$ cat src/rtl/mscrc_pkg.sv
package mscrc_pkg;

  localparam int CRC_W = 24;
  localparam int BYTE_W = 8;
  localparam int FIELD5_W = 5;
  localparam int COUNT_W = 4;

  localparam logic [CRC_W-1:0] CRC_GEN = 24'hFFF409;
  localparam logic [COUNT_W-1:0] COUNT_MAX = 4'd15;
  localparam logic [COUNT_W-1:0] LEN_SHORT = 4'd7;
  localparam logic [COUNT_W-1:0] LEN_LONG = 4'd14;

  // Byte positions within a frame that carry header fields.
  localparam logic [COUNT_W-1:0] POS_FORMAT = 4'd0;
  localparam logic [COUNT_W-1:0] POS_ADDR_HI = 4'd1;
  localparam logic [COUNT_W-1:0] POS_ADDR_MID = 4'd2;
  localparam logic [COUNT_W-1:0] POS_ADDR_LO = 4'd3;
  localparam logic [COUNT_W-1:0] POS_TYPE = 4'd4;

  typedef struct packed {
    logic frame_ok;
    logic length_ok;
    logic [CRC_W-1:0] crc_remainder;
    logic [FIELD5_W-1:0] downlink_format;
    logic [CRC_W-1:0] icao_address;
    logic [FIELD5_W-1:0] type_code;
    logic [COUNT_W-1:0] byte_total;
  } result_t;

  // Eight bit-serial steps of the remainder register, MSB of the byte first.
  function automatic logic [CRC_W-1:0] crc_byte(input logic [CRC_W-1:0] rem_in,
                                                input logic [BYTE_W-1:0] data);
    logic [CRC_W-1:0] rem;
    logic top;
    rem = rem_in;
    for (int k = BYTE_W - 1; k >= 0; k--) begin
      top = rem[CRC_W-1];
      rem = {rem[CRC_W-2:0], data[k]};
      if (top) begin
        rem = rem ^ CRC_GEN;
      end
    end
    return rem;
  endfunction

endpackage

$ cat src/rtl/mscrc_frame_acc.sv
module mscrc_frame_acc
  import mscrc_pkg::*;
(
  input  logic              clk,
  input  logic              rst_n,
  input  logic              step,
  input  logic [BYTE_W-1:0] data_byte,
  input  logic              last_byte,
  output result_t           result
);

  logic [CRC_W-1:0]    rem_r, rem_nxt;
  logic [COUNT_W-1:0]  cnt_r, cnt_nxt;
  logic [FIELD5_W-1:0] fmt_r, fmt_nxt;
  logic [CRC_W-1:0]    addr_r, addr_nxt;
  logic [FIELD5_W-1:0] type_r, type_nxt;
  logic                len_ok;

  always_comb begin
    rem_nxt = crc_byte(rem_r, data_byte);
    cnt_nxt = (cnt_r == COUNT_MAX) ? cnt_r : cnt_r + 4'd1;
    fmt_nxt = fmt_r;
    addr_nxt = addr_r;
    type_nxt = type_r;
    case (cnt_r)
      POS_FORMAT:   fmt_nxt = data_byte[BYTE_W-1 -: FIELD5_W];
      POS_ADDR_HI:  addr_nxt[23:16] = data_byte;
      POS_ADDR_MID: addr_nxt[15:8] = data_byte;
      POS_ADDR_LO:  addr_nxt[7:0] = data_byte;
      POS_TYPE:     type_nxt = data_byte[BYTE_W-1 -: FIELD5_W];
      default:      ;
    endcase
    len_ok = (cnt_nxt == LEN_SHORT) || (cnt_nxt == LEN_LONG);
    result.frame_ok = len_ok && (rem_nxt == '0);
    result.length_ok = len_ok;
    result.crc_remainder = rem_nxt;
    result.downlink_format = fmt_nxt;
    result.icao_address = addr_nxt;
    result.type_code = type_nxt;
    result.byte_total = cnt_nxt;
  end

  // The whole frame state returns to zero once the marked byte has gone through.
  always_ff @(posedge clk) begin
    if (!rst_n || (step && last_byte)) begin
      rem_r <= '0;
      cnt_r <= '0;
      fmt_r <= '0;
      addr_r <= '0;
      type_r <= '0;
    end else if (step) begin
      rem_r <= rem_nxt;
      cnt_r <= cnt_nxt;
      fmt_r <= fmt_nxt;
      addr_r <= addr_nxt;
      type_r <= type_nxt;
    end
  end

endmodule

$ cat src/rtl/mode_s_frame_crc_check_core.sv
// Mode S frame parity checker. Message bytes enter one per request, most
// significant bit first, with in_last_byte marking the final byte of a frame.
// Each byte is folded into a 24-bit CRC remainder (generator 0xFFF409) while
// the byte count and the header fields (downlink format, 24-bit address and
// type code) are captured. Only the marked byte produces a result request,
// carrying the remainder, the length check (7 or 14 bytes), the pass flag and
// the captured fields; the frame state then clears for the next frame. The
// core takes one byte every clock cycle while no marked byte is held back;
// the eight-bit remainder update lies between the input register and the
// result register, and a marked byte passes the input register and then the
// result register. The result register lets new bytes flow in while a result
// waits to be taken; only a further marked byte stalls behind it.
module mode_s_frame_crc_check_core
  import mscrc_pkg::*;
(
  input  logic                clk,
  input  logic                rst_n,
  input  logic                in_valid,
  output logic                in_ready,
  input  logic [BYTE_W-1:0]   in_data_byte,
  input  logic                in_last_byte,
  output logic                out_valid,
  input  logic                out_ready,
  output logic                out_frame_ok,
  output logic                out_length_ok,
  output logic [CRC_W-1:0]    out_crc_remainder,
  output logic [FIELD5_W-1:0] out_downlink_format,
  output logic [CRC_W-1:0]    out_icao_address,
  output logic [FIELD5_W-1:0] out_type_code,
  output logic [COUNT_W-1:0]  out_byte_total
);

  // Input register stage.
  logic              s1_valid_r;
  logic [BYTE_W-1:0] s1_byte_r;
  logic              s1_last_r;

  // Result register stage.
  logic    out_valid_r;
  result_t out_res_r;
  result_t acc_res;

  logic out_room;
  logic s1_adv;

  // A byte in the input register moves on at once unless it closes a frame
  // and the result register is still holding an untaken result.
  assign out_room = !out_valid_r || out_ready;
  assign s1_adv = s1_valid_r && (!s1_last_r || out_room);
  assign in_ready = !s1_valid_r || s1_adv;

  always_ff @(posedge clk) begin
    if (!rst_n) begin
      s1_valid_r <= 1'b0;
    end else if (in_ready) begin
      s1_valid_r <= in_valid;
    end
  end

  always_ff @(posedge clk) begin
    if (in_ready && in_valid) begin
      s1_byte_r <= in_data_byte;
      s1_last_r <= in_last_byte;
    end
  end

  mscrc_frame_acc u_acc (
    .clk       (clk),
    .rst_n     (rst_n),
    .step      (s1_adv),
    .data_byte (s1_byte_r),
    .last_byte (s1_last_r),
    .result    (acc_res)
  );

  always_ff @(posedge clk) begin
    if (!rst_n) begin
      out_valid_r <= 1'b0;
    end else if (out_room) begin
      out_valid_r <= s1_adv && s1_last_r;
    end
  end

  always_ff @(posedge clk) begin
    if (s1_adv && s1_last_r) begin
      out_res_r <= acc_res;
    end
  end

  assign out_valid = out_valid_r;
  assign out_frame_ok = out_res_r.frame_ok;
  assign out_length_ok = out_res_r.length_ok;
  assign out_crc_remainder = out_res_r.crc_remainder;
  assign out_downlink_format = out_res_r.downlink_format;
  assign out_icao_address = out_res_r.icao_address;
  assign out_type_code = out_res_r.type_code;
  assign out_byte_total = out_res_r.byte_total;

  // A pass is only ever reported with a good length and a zero remainder.
  a_frame_ok_rule: assert property (@(posedge clk) disable iff (!rst_n)
    out_valid_r |-> (out_res_r.frame_ok ==
                     (out_res_r.length_ok && (out_res_r.crc_remainder == '0))))
    else $error("frame_ok disagrees with length and remainder");

  // The length flag must match the reported byte count.
  a_length_rule: assert property (@(posedge clk) disable iff (!rst_n)
    out_valid_r |-> (out_res_r.length_ok ==
                     ((out_res_r.byte_total == LEN_SHORT) ||
                      (out_res_r.byte_total == LEN_LONG))))
    else $error("length_ok disagrees with byte_total");

  // The input side only stalls behind a held marked byte.
  a_stall_cause: assert property (@(posedge clk) disable iff (!rst_n)
    !in_ready |-> (s1_valid_r && s1_last_r && out_valid_r && !out_ready))
    else $error("input stalled without a blocked frame end");

  // A frame end that moves on always lands in the result register.
  a_result_load: assert property (@(posedge clk) disable iff (!rst_n)
    (s1_adv && s1_last_r) |=> out_valid_r)
    else $error("frame end lost between stages");

endmodule

$ cat config.mk
export PLATFORM = sky130hd
export DESIGN_NAME = mode_s_frame_crc_check_core
export DESIGN_NICKNAME = d
export VERILOG_FILES = /design/src/rtl/mscrc_pkg.sv /design/src/rtl/mscrc_frame_acc.sv /design/src/rtl/mode_s_frame_crc_check_core.sv
export SDC_FILE = /design/constraint.sdc
export NUM_CORES = 1
export LEC_CHECK = 0
export BUFFER_PORTS_ARGS = -buffer_cell sky130_fd_sc_hd__buf_2
export CORE_MARGIN = 2
export CORE_UTILIZATION = 30
export CTS_CLUSTER_DIAMETER = 100
export CTS_CLUSTER_SIZE = 20
export DETAILED_ROUTE_END_ITERATION = 12
export GPL_TIMING_DRIVEN = 0
export SLEW_MARGIN = 20
export SYNTH_ARGS = -nofsm -noshare
export SYNTH_HDL_FRONTEND = slang
export SYNTH_SLANG_ARGS = --single-unit
$ cat constraint.sdc
create_clock -name clk -period 5.7 [get_ports clk]
set_clock_uncertainty 0.1 [all_clocks]
set_input_delay 1.425 -clock clk [delete_from_list [all_inputs] [get_ports clk]]
set_output_delay 1.425 -clock clk [all_outputs]
set_load 0.02 [all_outputs]
==> impl_results.md, run 1 <==
* Die H at 141.6 um
* CP Launch Type: input port
* Power density relative to cell area at 346.4 nW/um^2
* TritonCTS clock tree: yes
* Post-Layout Inst Area at 7033 sq um
* Via total after detailed routing at 3877
* Worst-path maximum fanout at 3
* Sequential cell area at 3473 sq um
* Sink count of the clock tree at 137
* Wire length reported by the detailed router at 13200 um
* Top cell type by total area after synthesis: sky130_fd_sc_hd__edfxtp_1
* Number of antenna violations at the first check in global routing at 0
* Top-area cell type share of the netlist area at 38.62%
* Type of element capturing the critical path: output port
* Fraction of the cycle the final worst path needs at 62.62%
* Delay of the slowest critical-path stage at 0.20 ns
* ANT nets after route at 0
* Share of final-layout standard cells stronger than drive strength 1 at 25.77%
* Largest net degree at the start of global routing at 30
* Count of boundary I/O pins at 79
* Net load switching power at 0.0005525 W
* Number of buffers inserted by hold repair at cts at 0
* Number of violations of the max-capacitance limit at 0
* Insertion delay of the later-clocked pin in the worst-skew pair at 0.42 ns
* Cell leakage power at 2.555 nW
* Crit path DAT at 2.04 ns
* Post-synthesis net count at 518
* Area occupied by multi-input gates at 2041 sq um
* Number of DRC violations after detailed routing at 0
* Final weighted congestion in routability-driven placement at 0.8361
* Half-perimeter wire length after detailed placement at 9025 um
* Worst min-delay path category: reg -> reg
* Cells after synthesis at 501
* Total die area at 20040 sq um
* Cell-internal power at 0.001883 W
* Die width at 141.6 um
* Max VDD drop at 239.6 uV
* Status: finished, final reports clean
* Post-DR vias/cell at 4.577
* Initial core utilization at 30.45%
* Share of the yosys chip area belonging to registers at 61.19%
* Buffer cell driving the clock tree root: sky130_fd_sc_hd__clkbuf_16
* Clock tree buffer depth at 2
* Drt initial violations at 190
* Number of buffers inserted during clock tree synthesis at 17
* Critical setup path kind: in -> out
* Total Nets Final at 617
* Wire length of the first global-routing pass at 20560 um
* Area overhead of the layout relative to synthesis at 23.89%
* Overall power after layout at 0.002436 W
* WP data required at 4.18 ns
* Port-buffer cells at 78
* Via count of the first global-routing pass at 3743
* Final setup violating endpoints at 0
* Clock period minus worst slack at 3.569 ns
* Placed standard-cell area at 6415 sq um
* Worst path slowest cell: sky130_fd_sc_hd__nor2b_1
* Post CTS Setup Buffer Count at 0
* RSZ-0062 raised after global routing: false
* Mean post-synth cell area at 11.33 sq um
* Pre-antenna DRT Iters at 4
* Standard cell core area at 18640 sq um
* Combinational share of power at 8.0%
* Number of filler cells placed in the layout at 1840
* Fraction of power consumed by sequential logic at 44.8%
* Hold Violations, Final at 0
* CTS H-tree depth at 4
* WL/cell at 15.59 um
* Cells along the critical path: buf_2 > nor2b_1 > nand3_1 > buf_2
* Largest cells by area after synthesis: sky130_fd_sc_hd__edfxtp_1 39%, sky130_fd_sc_hd__dfxtp_1 23%, sky130_fd_sc_hd__mux2_2 6.7%, sky130_fd_sc_hd__nand2_1 5.6%, sky130_fd_sc_hd__xnor2_1 5.4%
* Post-Synthesis Cell Area at 5677 sq um
* Total congestion overflow at 0
* Clock-pin slew reported for the worst setup and hold paths after clock tree synthesis at 0.06 ns
* Final standard cell utilization of the core at 37.72%
* Tightest slew margin relative to the limit at 37.67%
* Number of synthesis warnings at 0
* CTS resizes at 0
* Most repeated library cell on the critical path: sky130_fd_sc_hd__buf_2
* Number of flip-flops and latches in the synthesized netlist at 137
* Final slew viol count at 0
* Netlist cell types at 35
* Highest achievable clock rate at 280.2 MHz
* Number of antenna cells inserted at 0
* Num rows at 50
* Part of the total power dissipated in the clock network at 47.3%
* Switching fraction of total power at 22.68%
* Combined global-route utilization of all metal layers at 13.63%
* Transition time at the pin with the least slew margin at 0.9219 ns
## cells in the final DEF, fill, tap and decap left out, types with 5 or more instances in the layout
master	n
sky130_fd_sc_hd__nand2_1	85
sky130_fd_sc_hd__buf_2	82
sky130_fd_sc_hd__edfxtp_1	73
sky130_fd_sc_hd__dfxtp_1	64
sky130_fd_sc_hd__a21oi_1	55
sky130_fd_sc_hd__xnor2_1	35
sky130_fd_sc_hd__mux2_2	34
sky130_fd_sc_hd__nand3_1	32
sky130_fd_sc_hd__clkbuf_1	27
sky130_fd_sc_hd__nor2_1	24
sky130_fd_sc_hd__clkbuf_16	17
sky130_fd_sc_hd__nor3_1	9
sky130_fd_sc_hd__xor2_1	8
sky130_fd_sc_hd__inv_1	7
sky130_fd_sc_hd__xnor2_2	5
## through the flow
stage               hold slack [ns]  cells  setup slack [ns]  setup TNS [ns]
detailed placement           0.3454    815             2.113               0
global placement             0.3406    813            -1.055          -67.11
finish                       0.3525    847             2.131               0
global route                 0.3683    847             1.992               0
CTS                          0.3531    847             2.130               0
floorplan                    0.3338    501            0.5232               0
## synth_stat cells, drive strengths merged
cell type,number
a211oi,2
nand4,2
a21boi,3
or4,1
clkbuf,29
a311oi,1
xnor3,1
nor3,9
xor2,8
mux2,34
o22ai,1
nand2,85
nor2,25
inv,7
xnor2,40
a31oi,1
nor4b,2
ha,4
and2,4
nor2b,3
nand2b,2
nand3,32
dfxtp,64
a2bb2oi,1
a21oi,55
or4b,1
o21ai,4
buf,5
edfxtp,73
nor4,2
## cells by family after synthesis
group | share of synthesized area [%]
buffers and inverters | 2.998
AND/OR/NAND/NOR | 13.33
flip-flops | 61.19
adder cells (fa/ha/maj) | 0.8817
AO/OA/AOI/OAI | 6.392
multiplexers | 6.745
XOR/XNOR | 8.464
## area by class of cell
class | count | share of cell area (%)
sequential | 137 | 49.39
multi-input combinational | 323 | 29.02
clock buffer | 19 | 6.298
timing repair buffer | 80 | 6.227
tap | 234 | 4.163
clock inverter | 13 | 2.491
buffer | 34 | 2.046
inverter | 7 | 0.3736
## layer usage
metal	global-route usage (%)	wire length, um
met1	18.60	6252
met2	20.90	6127
met3	3.442	634
met4	5.263	188
met5	0	0
## registers in the layout, indices dropped and copies added (netlist names)
| signal | flops |
|---|---|
| u_acc.addr_r | 24 |
| s1_last_r | 1 |
| u_acc.fmt_r | 5 |
| u_acc.type_r | 5 |
| out_byte_total | 4 |
| u_acc.cnt_r | 4 |
| out_crc_remainder | 24 |
| out_valid | 1 |
| out_frame_ok | 1 |
| out_length_ok | 1 |
| s1_valid_r | 1 |
| out_icao_address | 24 |
| out_type_code | 5 |
| u_acc.rem_r | 24 |
| out_downlink_format | 5 |
| s1_byte_r | 8 |
## power by group through the flow
stage               Clock [W]  Sequential [W]  Combinational (W)
global placement            0         0.00111           0.000190
finish                0.00115         0.00109           0.000194
global route          0.00121         0.00109           0.000213
detailed placement          0         0.00111           0.000195
CTS                   0.00117         0.00109           0.000197
floorplan                   0         0.00113           0.000115
## worst paths after layout
check / slack, ns / endpoint / startpoint / depth (start not counted)
worst min-delay path: 0.35 / u_acc.addr_r[19] / u_acc.addr_r[19] / 2
worst min register to register: 0.35 / u_acc.addr_r[19] / u_acc.addr_r[19] / 2
worst max-delay path: 2.13 / in_ready / out_ready / 4
worst max register to register: 2.68 / out_frame_ok / u_acc.cnt_r[0] / 7
## critical path, delay by kind of cell
kind          cells  cell delay [ns]
simple gates      2             0.34
buf+inv           2             0.28
No activity file was read; power rests on OpenSTA's default activity.
==> run 2, diff against run 1 <==
clock period = 3.5 ns   (was 5.7 ns; I/O delays follow)
==> impl_results.md, run 2 (same netlist as run 1, synthesis figures left out) <==
* Worst path slowest cell: sky130_fd_sc_hd__nor4b_1 (was sky130_fd_sc_hd__nor2b_1)
* Initial core utilization at 30.45% (unchanged)
* Share of final-layout standard cells stronger than drive strength 1 at 26.10% (was 25.77%)
* Final slew viol count at 0 (unchanged)
* Via count of the first global-routing pass at 3867 (was 3743)
* Tightest slew margin relative to the limit at 38.99% (was 37.67%)
* Count of boundary I/O pins at 79 (unchanged)
* Placed standard-cell area at 6407 sq um (was 6415 sq um)
* CP Launch Type: register (was input port)
* Global-route met3 utilization at 3.982% (was 3.442%)
* Wire length of the first global-routing pass at 21020 um (was 20560 um)
* Largest net degree at the start of global routing at 28 (was 30)
* Reg2reg setup slack at 0.51 ns (was 2.68 ns)
* Delay of the slowest critical-path stage at 0.74 ns (was 0.20 ns)
* Post-DR vias/cell at 4.654 (was 4.577)
* Clock period minus worst slack at 2.995 ns
* Number of DRC violations after detailed routing at 0 (unchanged)
* Die H at 141.6 um (unchanged)
* Type of element capturing the critical path: register (was output port)
* CTS resizes at 0 (unchanged)
* Post-route setup TNS at 0 ns (unchanged)
* Endpoint with the worst hold slack: u_acc.fmt_r[1] (was u_acc.addr_r[19])
* Num rows at 50 (unchanged)
* Cells on worst reg2reg path at 7 (unchanged)
* Area overhead of the layout relative to synthesis at 23.36% (was 23.89%)
* Final weighted congestion in routability-driven placement at 0.8019 (was 0.8361)
* WP data required at 3.66 ns (was 4.18 ns)
* Power density relative to cell area at 558.0 nW/um^2 (was 346.4 nW/um^2)
* Post CTS Setup Buffer Count at 0 (unchanged)
* Combined global-route utilization of all metal layers at 13.88% (was 13.63%)
* Cell leakage power at 2.546 nW (was 2.555 nW)
* Total congestion overflow at 0 (unchanged)
* Worst-path maximum fanout at 6 (was 3)
* Startpoint of the tightest hold check path: u_acc.fmt_r[1] (was u_acc.addr_r[19])
* Total die area at 20040 sq um (unchanged)
* Number of buffers inserted during clock tree synthesis at 17 (unchanged)
* WL/cell at 15.77 um (was 15.59 um)
* Transition time at the pin with the least slew margin at 0.9108 ns (was 0.9219 ns)
* Buffer cell driving the clock tree root: sky130_fd_sc_hd__clkbuf_16 (unchanged)
* Worst setup path start: u_acc.cnt_r[0] (was out_ready)
* Standard cell core area at 18640 sq um (unchanged)
* Number of buffers inserted by hold repair at cts at 0 (unchanged)
* Highest achievable clock rate at 333.9 MHz
* Post-route worst hold slack at 0.3537 ns (was 0.3525 ns)
* Drt initial violations at 270 (was 190)
* RSZ-0062 raised after global routing: false (unchanged)
* Insertion delay of the later-clocked pin in the worst-skew pair at 0.43 ns (was 0.42 ns)
* Total Nets Final at 617 (unchanged)
* Most used cells in the layout excluding fill and tap cells: 85 x sky130_fd_sc_hd__nand2_1, 82 x sky130_fd_sc_hd__buf_2, 73 x sky130_fd_sc_hd__edfxtp_1, 64 x sky130_fd_sc_hd__dfxtp_1, 55 x sky130_fd_sc_hd__a21oi_1 (unchanged)
* Grt met1 use at 18.94% (was 18.60%)
* Pre-antenna DRT Iters at 4 (unchanged)
* RR Startpoint: u_acc.cnt_r[0] (unchanged)
* Clock-pin slew reported for the worst setup and hold paths after clock tree synthesis at 0.06 ns (about the same)
* Cells on Worst Hold Path at 2 (unchanged)
* Die width at 141.6 um (unchanged)
* Status: finished, final reports clean (unchanged)
* TritonCTS clock tree: yes (unchanged)
* Fraction of the cycle the final worst path needs at 85.56%
* Max VDD drop at 380.7 uV (was 239.6 uV)
* Via total after detailed routing at 3942 (was 3877)
* Hold Violations, Final at 0 (unchanged)
* Global routing usage on met2 at 21.31% (was 20.90%)
* Worst min-delay path category: reg -> reg (unchanged)
* Number of antenna violations at the first check in global routing at 0 (unchanged)
* Endpoint of the lowest-slack register-to-register path: out_frame_ok (unchanged)
* Cells along the critical path: inv_1 > ha_1 > nor2b_1 > a311oi_1 > nor4b_1 > or4b_4 > nor4b_4 (was buf_2 > nor2b_1 > nand3_1 > buf_2)
* Half-perimeter wire length after detailed placement at 9015 um (was 9025 um)
* Post-Layout Inst Area at 7003 sq um (was 7033 sq um)
* Wire length reported by the detailed router at 13350 um (was 13200 um)
* GRT Max-Usage Layer: met2 (unchanged)
* Number of violations of the max-capacitance limit at 0 (unchanged)
* Critical setup path kind: reg -> reg (was in -> out)
* Most common library cell in the layout ignoring fill and taps: sky130_fd_sc_hd__nand2_1 (unchanged)
* Crit path DAT at 3.15 ns (was 2.04 ns)
* ANT nets after route at 0 (unchanged)
* Clock tree buffer depth at 2 (unchanged)
* Number of antenna cells inserted at 0 (unchanged)
* Sink count of the clock tree at 137 (unchanged)
* CTS H-tree depth at 4 (unchanged)
* Port-buffer cells at 78 (unchanged)
* Final setup violating endpoints at 0 (unchanged)
run 2: changes by cell type in the layout (fill, tap and decap cells not counted):
cell                        before  now
sky130_fd_sc_hd__clkinv_1        3    1
sky130_fd_sc_hd__buf_16          1    0
sky130_fd_sc_hd__buf_12          1    2
sky130_fd_sc_hd__bufinv_16       4    3
sky130_fd_sc_hd__clkinv_4        0    1
sky130_fd_sc_hd__clkinv_2        1    4
sky130_fd_sc_hd__inv_6           1    0
run 2: cell type report:
class	instances	area (sq um)
Multi-Input combinational cell	323	2041
Buffer	34	143.9
Clock inverter	13	152.6
Clock buffer	19	442.9
Sequential cell	137	3473
Timing Repair Buffer	80	430.4
Inverter	7	26.28
Fill cell	1842	11640
Tap cell	234	292.8
run 2: layer usage:
layer / part of all wire, % / wire (um) / vias to the layer above
li1: - / - / 1933
met1: 49 / 6542 / 1891
met2: 45 / 6005 / 101
met3: 4.7 / 628 / 17
met4: 1.3 / 176 / 0
met5: 0 / 0 / -
run 2: critical path: cells and delay by family, from the launching register on:
kind | cells | cell delay [ns]
simple gates | 4 | 1.73
flops | 1 | 0.44
fa+ha+maj | 1 | 0.32
buf+inv | 1 | 0.15
compound gates | 1 | 0.08
run 2: through the flow:
step	setup slack [ns]	total power, W	cells	util (%)
2_1_floorplan	0.6503	0.002024	501	-
3_3_place_gp	-0.1377	0.002122	813	34.15
3_5_place_dp	0.4385	0.002127	815	34.37
4_1_cts	0.5087	0.003940	847	37.56
5_1_grt	0.3184	0.004039	847	37.56
6_report	0.5054	0.003908	847	37.56
run 2: power by group:
| part | internal (W) | total [W] | switching (W) |
|---|---|---|---|
| combinational | 0.000112 | 0.000316 | 0.000204 |
| clock | 0.00113 | 0.00181 | 0.000684 |
| sequential | 0.00175 | 0.00178 | 0.0000262 |
| total | 0.00299 | 0.00391 | 0.000914 |
run 2: worst max path at each step:
| stage | slack, ns | cells after the start | to |
|---|---|---|---|
| after floorplan | 0.65 | 4 | out_byte_total[0] |
| after global placement | -0.14 | 5 | out_icao_address[20] |
| after detailed placement | 0.44 | 6 | out_crc_remainder[9] |
| after CTS | 0.51 | 7 | out_frame_ok |
| final | 0.51 | 7 | out_frame_ok |
| after global routing | 0.32 | 7 | out_frame_ok |
==> run 3, diff against run 2 <==
CORE_MARGIN = 4   (was 2)
==> impl_results.md, run 3 (same netlist as run 1, synthesis figures left out) <==
* Worst setup path start: u_acc.cnt_r[0] (unchanged)
* Status: finished, final reports clean (unchanged)
* Largest net degree at the start of global routing at 29 (was 28)
* Worst min-delay path category: reg -> reg (unchanged)
* RSZ-0062 raised after global routing: false (unchanged)
* Worst path slowest cell: sky130_fd_sc_hd__nor4b_1 (unchanged)
* WL/cell at 15.70 um (was 15.77 um)
* WP buf/inv at 1 (unchanged)
* Cell leakage power at 2.559 nW (was 2.546 nW)
* Startpoint of the tightest hold check path: u_acc.addr_r[18] (was u_acc.fmt_r[1])
* Die width at 145.6 um (was 141.6 um)
* Highest achievable clock rate at 338.7 MHz (was 333.9 MHz)
* Clock-pin slew reported for the worst setup and hold paths after clock tree synthesis at 0.06 ns (about the same)
* Final weighted congestion in routability-driven placement at 0.8368 (was 0.8019)
* CTS resizes at 0 (unchanged)
* Most common library cell in the layout ignoring fill and taps: sky130_fd_sc_hd__nand2_1 (unchanged)
* Standard cell core area at 18640 sq um (unchanged)
* Via count of the first global-routing pass at 3848 (was 3867)
* Combined global-route utilization of all metal layers at 12.94% (was 13.88%)
* Drt initial violations at 228 (was 270)
* Number of antenna cells inserted at 0 (unchanged)
* Cells along the critical path: inv_1 > ha_1 > nor2b_1 > a311oi_1 > nor4b_1 > or4b_4 > nor4b_4 (unchanged)
* Critical setup path kind: reg -> reg (unchanged)
* Wire length reported by the detailed router at 13300 um (was 13350 um)
* Worst-path maximum fanout at 6 (unchanged)
* TritonCTS clock tree: yes (unchanged)
* Share of final-layout standard cells stronger than drive strength 1 at 25.94% (was 26.10%)
* Power density relative to cell area at 555.6 nW/um^2 (was 558.0 nW/um^2)
* Clock period minus worst slack at 2.953 ns (was 2.995 ns)
* Half-perimeter wire length after detailed placement at 9212 um (was 9015 um)
* Area occupied by multi-input gates at 2041 sq um (unchanged)
* Clock tree buffer depth at 2 (unchanged)
* Transition time at the pin with the least slew margin at 0.8769 ns (was 0.9108 ns)
* Number of buffers inserted by hold repair at cts at 0 (unchanged)
* Area overhead of the layout relative to synthesis at 23.47% (was 23.36%)
* Final setup violating endpoints at 0 (unchanged)
* Number of buffers inserted during clock tree synthesis at 17 (unchanged)
* Max VDD drop at 367.0 uV (was 380.7 uV)
* Insertion delay of the later-clocked pin in the worst-skew pair at 0.42 ns (was 0.43 ns)
* WP data required at 3.65 ns (was 3.66 ns)
* Port-buffer cells at 78 (unchanged)
* Sequential cell area at 3473 sq um (unchanged)
* Overall power after layout at 0.003895 W (was 0.003908 W)
* Wire length of the first global-routing pass at 21300 um (was 21020 um)
* RR Startpoint: u_acc.cnt_r[0] (unchanged)
* Hold Violations, Final at 0 (unchanged)
* Total Nets Final at 617 (unchanged)
* Post CTS Setup Buffer Count at 0 (unchanged)
* Crit path DAT at 3.10 ns (was 3.15 ns)
* Post-DR vias/cell at 4.570 (was 4.654)
* ANT nets after route at 0 (unchanged)
* Via total after detailed routing at 3871 (was 3942)
* Buffer cell driving the clock tree root: sky130_fd_sc_hd__clkbuf_16 (unchanged)
* Die H at 145.6 um (was 141.6 um)
* Pre-antenna DRT Iters at 4 (unchanged)
* Most used cells in the layout excluding fill and tap cells: 85 x sky130_fd_sc_hd__nand2_1, 82 x sky130_fd_sc_hd__buf_2, 73 x sky130_fd_sc_hd__edfxtp_1, 64 x sky130_fd_sc_hd__dfxtp_1, 55 x sky130_fd_sc_hd__a21oi_1 (unchanged)
* Cell class contributing the biggest share of worst-path delay: simple AND/OR/NAND/NOR gates (unchanged)
* Number of violations of the max-capacitance limit at 0 (unchanged)
* Num rows at 50 (unchanged)
* Final slew viol count at 0 (unchanged)
* Placed instance count at 815 (unchanged)
* Count of boundary I/O pins at 79 (unchanged)
* CP Launch Type: register (unchanged)
* Number of DRC violations after detailed routing at 0 (unchanged)
* Total congestion overflow at 0 (unchanged)
* Number of antenna violations at the first check in global routing at 0 (unchanged)
* Initial core utilization at 30.45% (unchanged)
* Fraction of the cycle the final worst path needs at 84.37% (was 85.56%)
* CTS H-tree depth at 4 (unchanged)
* Tightest slew margin relative to the limit at 41.27% (was 38.99%)
* Number of filler cells placed in the layout at 1825 (was 1842)
* Sink count of the clock tree at 137 (unchanged)
* Type of element capturing the critical path: register (unchanged)
* Total die area at 21190 sq um (was 20040 sq um)
* Delay of the slowest critical-path stage at 0.74 ns (about the same)
* Filler-free cell count of the finished design at 847 (unchanged)
run 3: path summary, 6_finish.rpt:
check	endpoint	slack [ns]	cells after the start
worst max-delay path	out_frame_ok	0.55	7
worst min-delay path	u_acc.addr_r[18]	0.35	2
worst max register to register	out_frame_ok	0.55	7
worst min register to register	u_acc.addr_r[18]	0.35	2
run 3: metal layers:
metal	GRT usage [%]	vias to the layer above	wire length, um
li1	-	1930	-
met1	17.21	1834	6128
met2	20.50	93	6257
met3	3.363	14	697
met4	4.653	0	214
met5	0	-	0
run 3: cell type report:
type	count	area share, %
Clock inverter	14	2.213
Sequential cell	137	49.55
Timing Repair Buffer	80	6.248
Inverter	7	0.3749
Multi-Input combinational cell	323	29.11
Tap cell	234	4.177
Buffer	34	2.053
Clock buffer	18	6.266
run 3: power by group:
group | total (W) | internal (W) | switching [W]
combinational | 0.000316 | 0.000113 | 0.000203
clock | 0.00180 | 0.00113 | 0.000674
sequential | 0.00178 | 0.00175 | 0.0000257
total | 0.00389 | 0.00299 | 0.000903
run 3: tightest hold or removal path, cell delays in order (launching register included):
cell and delay [ns]:
sky130_fd_sc_hd__dfxtp_1 0.31, sky130_fd_sc_hd__nand2_1 0.05, sky130_fd_sc_hd__a21oi_1 0.05
run 3: through the flow:
stage | hold slack, ns | setup WS [ns] | area (sq um) | utilization, % | setup TNS (ns)
detailed placement | 0.3439 | 0.4771 | 6415 | 34.41 | 0
global route | 0.3696 | 0.3694 | 7009 | 37.60 | 0
finish | 0.3548 | 0.5471 | 7009 | 37.60 | 0
CTS | 0.3522 | 0.5200 | 7009 | 37.60 | 0
floorplan | 0.3338 | 0.6503 | 5684 | - | 0
global placement | 0.3396 | -0.1241 | 6367 | 34.15 | -7.592
